**config.mk**
```make
export PLATFORM = sky130hd
export DESIGN_NAME = unique_timestamp_generator_top
export DESIGN_NICKNAME = d
export VERILOG_FILES = /design/src/uts_pkg.sv /design/src/unique_timestamp_generator_top.sv
export SDC_FILE = /design/constraint.sdc
export NUM_CORES = 2
export LEC_CHECK = 0
export ABC_AREA = 1
export BUFFER_PORTS_ARGS = -buffer_cell sky130_fd_sc_hd__buf_4
export CAP_MARGIN = 40
export CORE_MARGIN = 2
export CORE_UTILIZATION = 60
export DETAILED_ROUTE_END_ITERATION = 8
export PLACE_DENSITY = 0.79
export SYNTH_ARGS = -nofsm -noshare
export SYNTH_HDL_FRONTEND = slang
export SYNTH_SLANG_ARGS = --single-unit
```
**constraint.sdc**
```tcl
create_clock -name clock -period 29.9 [get_ports clock]
set_input_delay 2.99 -clock clock [delete_from_list [all_inputs] [get_ports clock]]
set_output_delay 2.99 -clock clock [all_outputs]
set_load 0.01 [all_outputs]
```
**src/uts_pkg.sv**
```systemverilog
package uts_pkg;

   // request codes
   typedef enum logic [2:0] {
      ACT_NEW      = 3'd0,
      ACT_BACKDATE = 3'd1,
      ACT_CATCH_UP = 3'd2,
      ACT_EPSILON  = 3'd3,
      ACT_AGE      = 3'd4,
      ACT_LOWEST   = 3'd5,
      ACT_HIGHEST  = 3'd6,
      ACT_NONE     = 3'd7
   } action_type;

   localparam int US_W   = 48;
   localparam int CNT_W  = 16;
   localparam int NODE_W = 48;

   localparam logic [15:0] STAMP_TAG = 16'hbeec;
   localparam logic [41:0] US_PER_MS = 42'd1000;

   // x / 1000 == (x * MS_RECIP) >> MS_SHIFT for any 32-bit unsigned x
   localparam logic [28:0] MS_RECIP = 29'h10624dd3;
   localparam int          MS_SHIFT = 38;

endpackage

```
**src/unique_timestamp_generator_top.sv**
```systemverilog
// Unique timestamp generator: issues unique, monotonic 128-bit timestamps. The high word is the
// tag 0xbeec over a 48-bit microsecond value (req_now_us plus a kept clock offset), the low word
// a 16-bit same-microsecond counter over the 48-bit node id written through csr_write_data.
// Besides new stamps it backdates by milliseconds, catches up to a remote stamp, adds epsilon to
// a given stamp, reports the age of a given stamp and gives the lowest and highest stamps.
// The block is a three-register pipeline: input register, a single pass that updates the
// offset, counter and last-microsecond state and forms the stamp, then a result register where
// the backdate subtraction and the divide-by-1000 for the age finish. It takes one transaction
// every cycle unless rsp_ready held low stalls the pipeline; a request passes the input, middle
// and result registers before it shows on rsp_valid. The state update loop in the middle stage
// sets that rate. Write node_id only while no transaction is in flight.
module unique_timestamp_generator_top (
   input  logic               clock,
   input  logic               reset,
   // configuration
   input  logic               csr_write_enable,
   input  logic [47:0]        csr_write_data,
   // request channel
   input  logic               req_valid,
   output logic               req_ready,
   input  logic [2:0]         req_action,
   input  logic [63:0]        req_now_us,
   input  logic signed [31:0] req_back_ms,
   input  logic [63:0]        req_given_high,
   input  logic [63:0]        req_given_low,
   // response channel
   output logic               rsp_valid,
   input  logic               rsp_ready,
   output logic [63:0]        rsp_stamp_high,
   output logic [63:0]        rsp_stamp_low,
   output logic signed [31:0] rsp_age_us,
   output logic signed [31:0] rsp_age_ms,
   output logic               rsp_counter_wrapped
);

   localparam int US_W   = uts_pkg::US_W;
   localparam int CNT_W  = uts_pkg::CNT_W;
   localparam int NODE_W = uts_pkg::NODE_W;

   // pipeline flow control
   logic s1_valid_ff, s2_valid_ff, s3_valid_ff;
   logic en1, en2, en3, adv2;

   // node id register
   logic [NODE_W-1:0] node_id_ff;

   // kept state
   logic [63:0]       offset_ff,  offset_in;
   logic [CNT_W-1:0]  count_ff,   count_in;
   logic [US_W-1:0]   last_us_ff, last_us_in;

   // stage 1: accepted request, with the parts that need no state worked out already
   uts_pkg::action_type s1_action_ff;
   logic [63:0]         s1_now_ff;
   logic [63:0]         s1_given_high_ff;
   logic [CNT_W-1:0]    s1_given_cnt_ff;
   logic signed [41:0]  s1_back_us_ff, s1_back_us_in;
   logic signed [48:0]  s1_delta_ff,   s1_delta_in;

   // stage 2: stamp before backdating, age before the divide
   logic [63:0]        s2_stamp_high_ff, s2_stamp_high_in;
   logic [63:0]        s2_stamp_low_ff,  s2_stamp_low_in;
   logic signed [41:0] s2_back_us_ff;
   logic [31:0]        s2_age_us_ff,  s2_age_us_in;
   logic [31:0]        s2_age_abs_ff, s2_age_abs_in;
   logic               s2_age_neg_ff, s2_age_neg_in;
   logic               s2_wrapped_ff, s2_wrapped_in;

   // stage 3: result register
   logic [63:0]        s3_stamp_high_ff, s3_stamp_high_in;
   logic [63:0]        s3_stamp_low_ff;
   logic [31:0]        s3_age_us_ff;
   logic [31:0]        s3_age_ms_ff, s3_age_ms_in;
   logic               s3_wrapped_ff;

   // middle stage helpers
   logic [US_W-1:0]   sum_us, us_inc, us_out, given_us_inc;
   logic [CNT_W:0]    count_inc, given_cnt_inc;
   logic [63:0]       delta_ext;
   logic              catch_ok;
   logic [31:0]       age_diff;

   // divider helpers
   logic [60:0]       ms_prod;
   logic [22:0]       ms_quot;

   // a stage loads when it is empty or its content moves on
   assign en3       = !s3_valid_ff || rsp_ready;
   assign en2       = !s2_valid_ff || en3;
   assign en1       = !s1_valid_ff || en2;
   assign adv2      = s1_valid_ff && en2;
   assign req_ready = en1;

   // ---------------------------------------------------------------- stage 1
   // backdate in microseconds and the catch-up delta depend only on the request
   assign s1_back_us_in = (uts_pkg::action_type'(req_action) == uts_pkg::ACT_BACKDATE)
                          ? 42'(req_back_ms) * $signed(uts_pkg::US_PER_MS) : 42'sd0;
   assign s1_delta_in   = $signed({1'b0, req_given_high[US_W-1:0]})
                          - $signed({1'b0, req_now_us[US_W-1:0]});

   always_ff @(posedge clock) begin
      if (reset) begin
         s1_valid_ff <= 1'b0;
      end else if (en1) begin
         s1_valid_ff <= req_valid;
      end
      if (en1 && req_valid) begin
         s1_action_ff     <= uts_pkg::action_type'(req_action);
         s1_now_ff        <= req_now_us;
         s1_given_high_ff <= req_given_high;
         s1_given_cnt_ff  <= req_given_low[63:64-CNT_W];
         s1_back_us_ff    <= s1_back_us_in;
         s1_delta_ff      <= s1_delta_in;
      end
   end

   // ---------------------------------------------------------------- stage 2
   assign sum_us        = s1_now_ff[US_W-1:0] + offset_ff[US_W-1:0];
   assign us_inc        = sum_us + 1'b1;
   assign count_inc     = {1'b0, count_ff} + 1'b1;
   assign given_cnt_inc = {1'b0, s1_given_cnt_ff} + 1'b1;
   assign given_us_inc  = s1_given_high_ff[US_W-1:0] + 1'b1;
   assign delta_ext     = 64'(s1_delta_ff);
   assign catch_ok      = $signed(delta_ext) >= $signed(offset_ff);
   // only the low 32 bits of the age survive
   assign age_diff      = s1_now_ff[31:0] + offset_ff[31:0] - s1_given_high_ff[31:0];

   always_comb begin
      offset_in        = offset_ff;
      count_in         = count_ff;
      last_us_in       = last_us_ff;
      us_out           = sum_us;
      s2_stamp_high_in = 64'd0;
      s2_stamp_low_in  = 64'd0;
      s2_age_us_in     = 32'd0;
      s2_wrapped_in    = 1'b0;
      case (s1_action_ff)
         uts_pkg::ACT_NEW, uts_pkg::ACT_BACKDATE: begin
            if (sum_us != last_us_ff) begin
               count_in   = '0;
               last_us_in = sum_us;
            end else if (count_inc[CNT_W]) begin
               // counter rolled over: bump the microseconds
               s2_wrapped_in = 1'b1;
               us_out        = us_inc;
               count_in      = '0;
               last_us_in    = '0;
            end else begin
               count_in = count_inc[CNT_W-1:0];
            end
            s2_stamp_high_in = {uts_pkg::STAMP_TAG, us_out};
            s2_stamp_low_in  = {count_in, node_id_ff};
         end
         uts_pkg::ACT_CATCH_UP: begin
            if (catch_ok) begin
               if (given_cnt_inc[CNT_W]) begin
                  s2_wrapped_in = 1'b1;
                  offset_in     = delta_ext + 64'd1;
                  count_in      = '0;
                  last_us_in    = given_us_inc;
               end else begin
                  offset_in  = delta_ext;
                  count_in   = given_cnt_inc[CNT_W-1:0];
                  last_us_in = s1_given_high_ff[US_W-1:0];
               end
            end
         end
         uts_pkg::ACT_EPSILON: begin
            if (given_cnt_inc[CNT_W]) begin
               s2_wrapped_in    = 1'b1;
               s2_stamp_high_in = s1_given_high_ff + 64'd1;
               s2_stamp_low_in  = {{CNT_W{1'b0}}, node_id_ff};
            end else begin
               s2_stamp_high_in = s1_given_high_ff;
               s2_stamp_low_in  = {given_cnt_inc[CNT_W-1:0], node_id_ff};
            end
         end
         uts_pkg::ACT_AGE: begin
            s2_age_us_in = age_diff;
         end
         uts_pkg::ACT_LOWEST: begin
            s2_stamp_high_in = {uts_pkg::STAMP_TAG, {US_W{1'b0}}};
            s2_stamp_low_in  = {{CNT_W{1'b0}}, node_id_ff};
         end
         uts_pkg::ACT_HIGHEST: begin
            s2_stamp_high_in = {uts_pkg::STAMP_TAG, {US_W{1'b1}}};
            s2_stamp_low_in  = {{CNT_W{1'b1}}, node_id_ff};
         end
         default: begin
         end
      endcase
   end

   // sign and magnitude for the divide
   assign s2_age_neg_in = s2_age_us_in[31];
   assign s2_age_abs_in = s2_age_neg_in ? (32'd0 - s2_age_us_in) : s2_age_us_in;

   always_ff @(posedge clock) begin
      if (reset) begin
         s2_valid_ff <= 1'b0;
         offset_ff   <= '0;
         count_ff    <= '0;
         last_us_ff  <= '0;
         node_id_ff  <= '0;
      end else begin
         if (en2) begin
            s2_valid_ff <= s1_valid_ff;
         end
         if (adv2) begin
            offset_ff  <= offset_in;
            count_ff   <= count_in;
            last_us_ff <= last_us_in;
         end
         if (csr_write_enable) begin
            node_id_ff <= csr_write_data;
         end
      end
      if (adv2) begin
         s2_stamp_high_ff <= s2_stamp_high_in;
         s2_stamp_low_ff  <= s2_stamp_low_in;
         s2_back_us_ff    <= s1_back_us_ff;
         s2_age_us_ff     <= s2_age_us_in;
         s2_age_abs_ff    <= s2_age_abs_in;
         s2_age_neg_ff    <= s2_age_neg_in;
         s2_wrapped_ff    <= s2_wrapped_in;
      end
   end

   // ---------------------------------------------------------------- stage 3
   // backdate applies to the whole high word, tag included
   assign s3_stamp_high_in = s2_stamp_high_ff - 64'(s2_back_us_ff);

   // divide by 1000 through the reciprocal, truncating toward zero
   assign ms_prod      = 61'(s2_age_abs_ff) * 61'(uts_pkg::MS_RECIP);
   assign ms_quot      = ms_prod[60:uts_pkg::MS_SHIFT];
   assign s3_age_ms_in = s2_age_neg_ff ? (32'd0 - 32'(ms_quot)) : 32'(ms_quot);

   always_ff @(posedge clock) begin
      if (reset) begin
         s3_valid_ff <= 1'b0;
      end else if (en3) begin
         s3_valid_ff <= s2_valid_ff;
      end
      if (en3 && s2_valid_ff) begin
         s3_stamp_high_ff <= s3_stamp_high_in;
         s3_stamp_low_ff  <= s2_stamp_low_ff;
         s3_age_us_ff     <= s2_age_us_ff;
         s3_age_ms_ff     <= s3_age_ms_in;
         s3_wrapped_ff    <= s2_wrapped_ff;
      end
   end

   assign rsp_valid           = s3_valid_ff;
   assign rsp_stamp_high      = s3_stamp_high_ff;
   assign rsp_stamp_low       = s3_stamp_low_ff;
   assign rsp_age_us          = $signed(s3_age_us_ff);
   assign rsp_age_ms          = $signed(s3_age_ms_ff);
   assign rsp_counter_wrapped = s3_wrapped_ff;

endmodule

```
==> results.cfg <==
[timing]
max_freq_mhz = 119
period_share_pct = 28.0
fin_crit_ns = 8.37
fin_skew_ns = 0.0757
final-hold-violation-count = 0
holdWs_ns = 0.396
tns_ns = 0
rsz0062_at_grt = no
tightest_slew_ns = 0.934
setup_viol = 0
relSlewSlack_pct = 37.7
finalMaxSlewViolations = 0

[cts]
cts_buffer_depth = 3
clkLatencyLatePin_ns = 0.76
clk_pin_slew_ns = 0.08
cts_tree = yes
cts_resized = 0
postCtsHoldBufs = 0
clock-sinks = 800
htree_levels = 3
cts_buffers = 88
clock-root-buffer = clkbuf_16
post_cts_buffers = 0

[power_and_ir_drop]
p_per_area_nw_per_um2 = 104
p_leak_uw = 0.0389
vdd_drop_max_v = 0.000334

[worst_setup_path]
critPathMaxFanout = 10
cp-start-kind = flip-flop
crit_path_end_kind = flip-flop
critPathArrivalTime_ns = 8.89
crit_slowest_cell = edfxtp_1
worstPathRequired_ns = 30.41
path_class = reg2reg
max_stage_delay_ns = 0.77

[drt]
ant_nets = 0
drt_pre_antenna_iters = 9
drt_iter0_markers = 6244
routed-via-count = 63700
totalWireLength_mm = 237
vias_per_cell = 5.73
post_drt_wl_per_cell_um = 21.3
drc = 0

[run_status]
status = finished clean

[die]
boundaryPins = 475
start_util_pct = 60.5
rows = 127
fp.dieW_um = 352
die_area_sq_um = 124000
die_h_um = 352
core_area_sq_um = 120000

[synth]
synthTopCellsByArea = edfxtp_1 (26%), ha_1 (13%), fa_1 (13%)
yosys-top-cells-count = nand2_1 (1853), inv_1 (1767), nor2_1 (845)
syn_inst = 9027
synth_area_leader_cell = edfxtp_1
ys_seq_area_share_pct = 30.8
synth_cell_types = 57
yosysMostFrequentCell = nand2_1
synth_fp_nets = 10500
synth.top_cell.area_share_pct = 26.3
synthFlopType = edfxtp_1
avgSynthCellArea_sq_um = 8.03
synth_area_sq_um = 72500
ys_warn_count = 0
synth_edf_count = 635
synthArstFlopShare_pct = 0
ys_ff_latch = 800

[placement]
gp_congestion = 1.03
numPortBuffers = 410
dp_hpwl_mm = 193

[global_route]
first_global_vias = 62400
grt_pass1_wl_mm = 356
grt_antenna_before_repair = 8
grt_use_total_pct = 38.1
grt_max_degree = 97
overflow = 0

[layout]
num-nets-final = 10900
drive_above_1_share_pct = 7.61
area_growth_pct = 11.0

[worst_hold_path]
hp-class = reg2reg

[flow_run]
cap_viol_max_count = 0
-- power by group --
group	total, uW	internal (uW)	leakage, uW	switching, uW
Sequential	1430	1360	0.00750	69.5
Combinational	5800	2010	0.0299	3790
Clock	1140	627	0.00143	509
Total	8370	4000	0.0389	4370
-- worst paths after layout --
kind / startpoint / to / slack (ns) / cells past startpoint
max: s2_age_abs_ff[20] / rsp_age_ms[20] / 21.53 / 31
min: s2_stamp_high_ff[1] / rsp_stamp_high[1] / 0.40 / 0
max reg2reg: s2_age_abs_ff[20] / rsp_age_ms[20] / 21.53 / 31
min reg2reg: s2_stamp_high_ff[1] / rsp_stamp_high[1] / 0.40 / 0
-- critical path, delay by kind of cell, from the launching register on --
kind,cells,cell delay [ns]
xor gates and xnor gates,1,0.23
DFF,1,0.77
AOI/OAI and AO/OA,1,0.36
buffers and inverters,7,0.39
and+or+nand+nor,12,1.89
adders and majority gates,10,4.47
-- sequential cells by signal, indices dropped and copies added (netlist names), 49 cells and up --
| signal | flops |
|---|---|
| s2_stamp_high_ff | 64 |
| s2_stamp_low_ff | 64 |
| s1_given_high_ff | 64 |
| s1_delta_ff | 49 |
| rsp_stamp_low | 64 |
| rsp_stamp_high | 64 |
| offset_ff | 50 |
-- cell type report --
type | count | area, sq um
flip-flops and latches | 800 | 22400
multi-input cells | 6309 | 42800
clock inverters | 53 | 656
well taps | 1612 | 2020
repair buffers | 452 | 3510
fillers | 9962 | 39500
diodes | 8 | 20.0
clock buffers | 112 | 2360
inverters | 1775 | 6680
-- metal layers --
layer  routed length (um)  share of wire (%)  GRT usage [%]  vias to the layer above
li1                     -                  -              -                    30000
met1                92600                 39           47.7                    30100
met2               110000                 46           62.9                     2862
met3                18900                8.0           6.52                      647
met4                15000                6.4           20.5                        4
met5                   21             0.0089              0                        -
-- metrics by stage --
step                      util [%]  instances  area (sq um)  worst slack, ns  total power, uW
final                         67.1      11100         80500            21.53             8370
after floorplan                  -       9027         72500            17.24             5510
after CTS                     67.1      11100         80400            21.59             8250
after detailed placement      64.5      10900         77400            21.56             7080
after global placement        64.4      10900         77200            21.78             6960
after global routing          67.1      11100         80500            21.20             9140
-- layout by cell type, fill, tap and decap left out, drive strengths merged, types with 7 or more instances in the layout --
cell type and instances:
xnor2 89, diode 8, o31ai 7, a21o 29, nor2 867, clkinv 32, or2 35, o21bai 36
nor4 47, fa 454, clkbuf 112, a31oi 72, o211ai 52, nand3b 15, nand3 484, nand2 1889
buf 452, o21ai 394, xor2 209, edfxtp 635, o21a 28, clkinvlp 8, dfxtp 165, inv 1782
ha 740, a21boi 10, nor3 155, a21oi 538, o2111ai 7, nand4 116
-- kinds of logic (layout without fill, tap and decap cells) --
kind of cell               after synthesis  count (layout)  share of synthesized area (%)
xor gates and xnor gates               298             298                           3.63
and+or+nand+nor                       3623            3623                           21.0
AOI/OAI and AO/OA                     1194            1194                           9.06
other                                    0               8                              0
DFF                                    800             800                           30.8
buffers and inverters                 1918            2392                           10.2
adders and majority gates             1194            1194                           25.3
(Power assumes the default switching activity.)
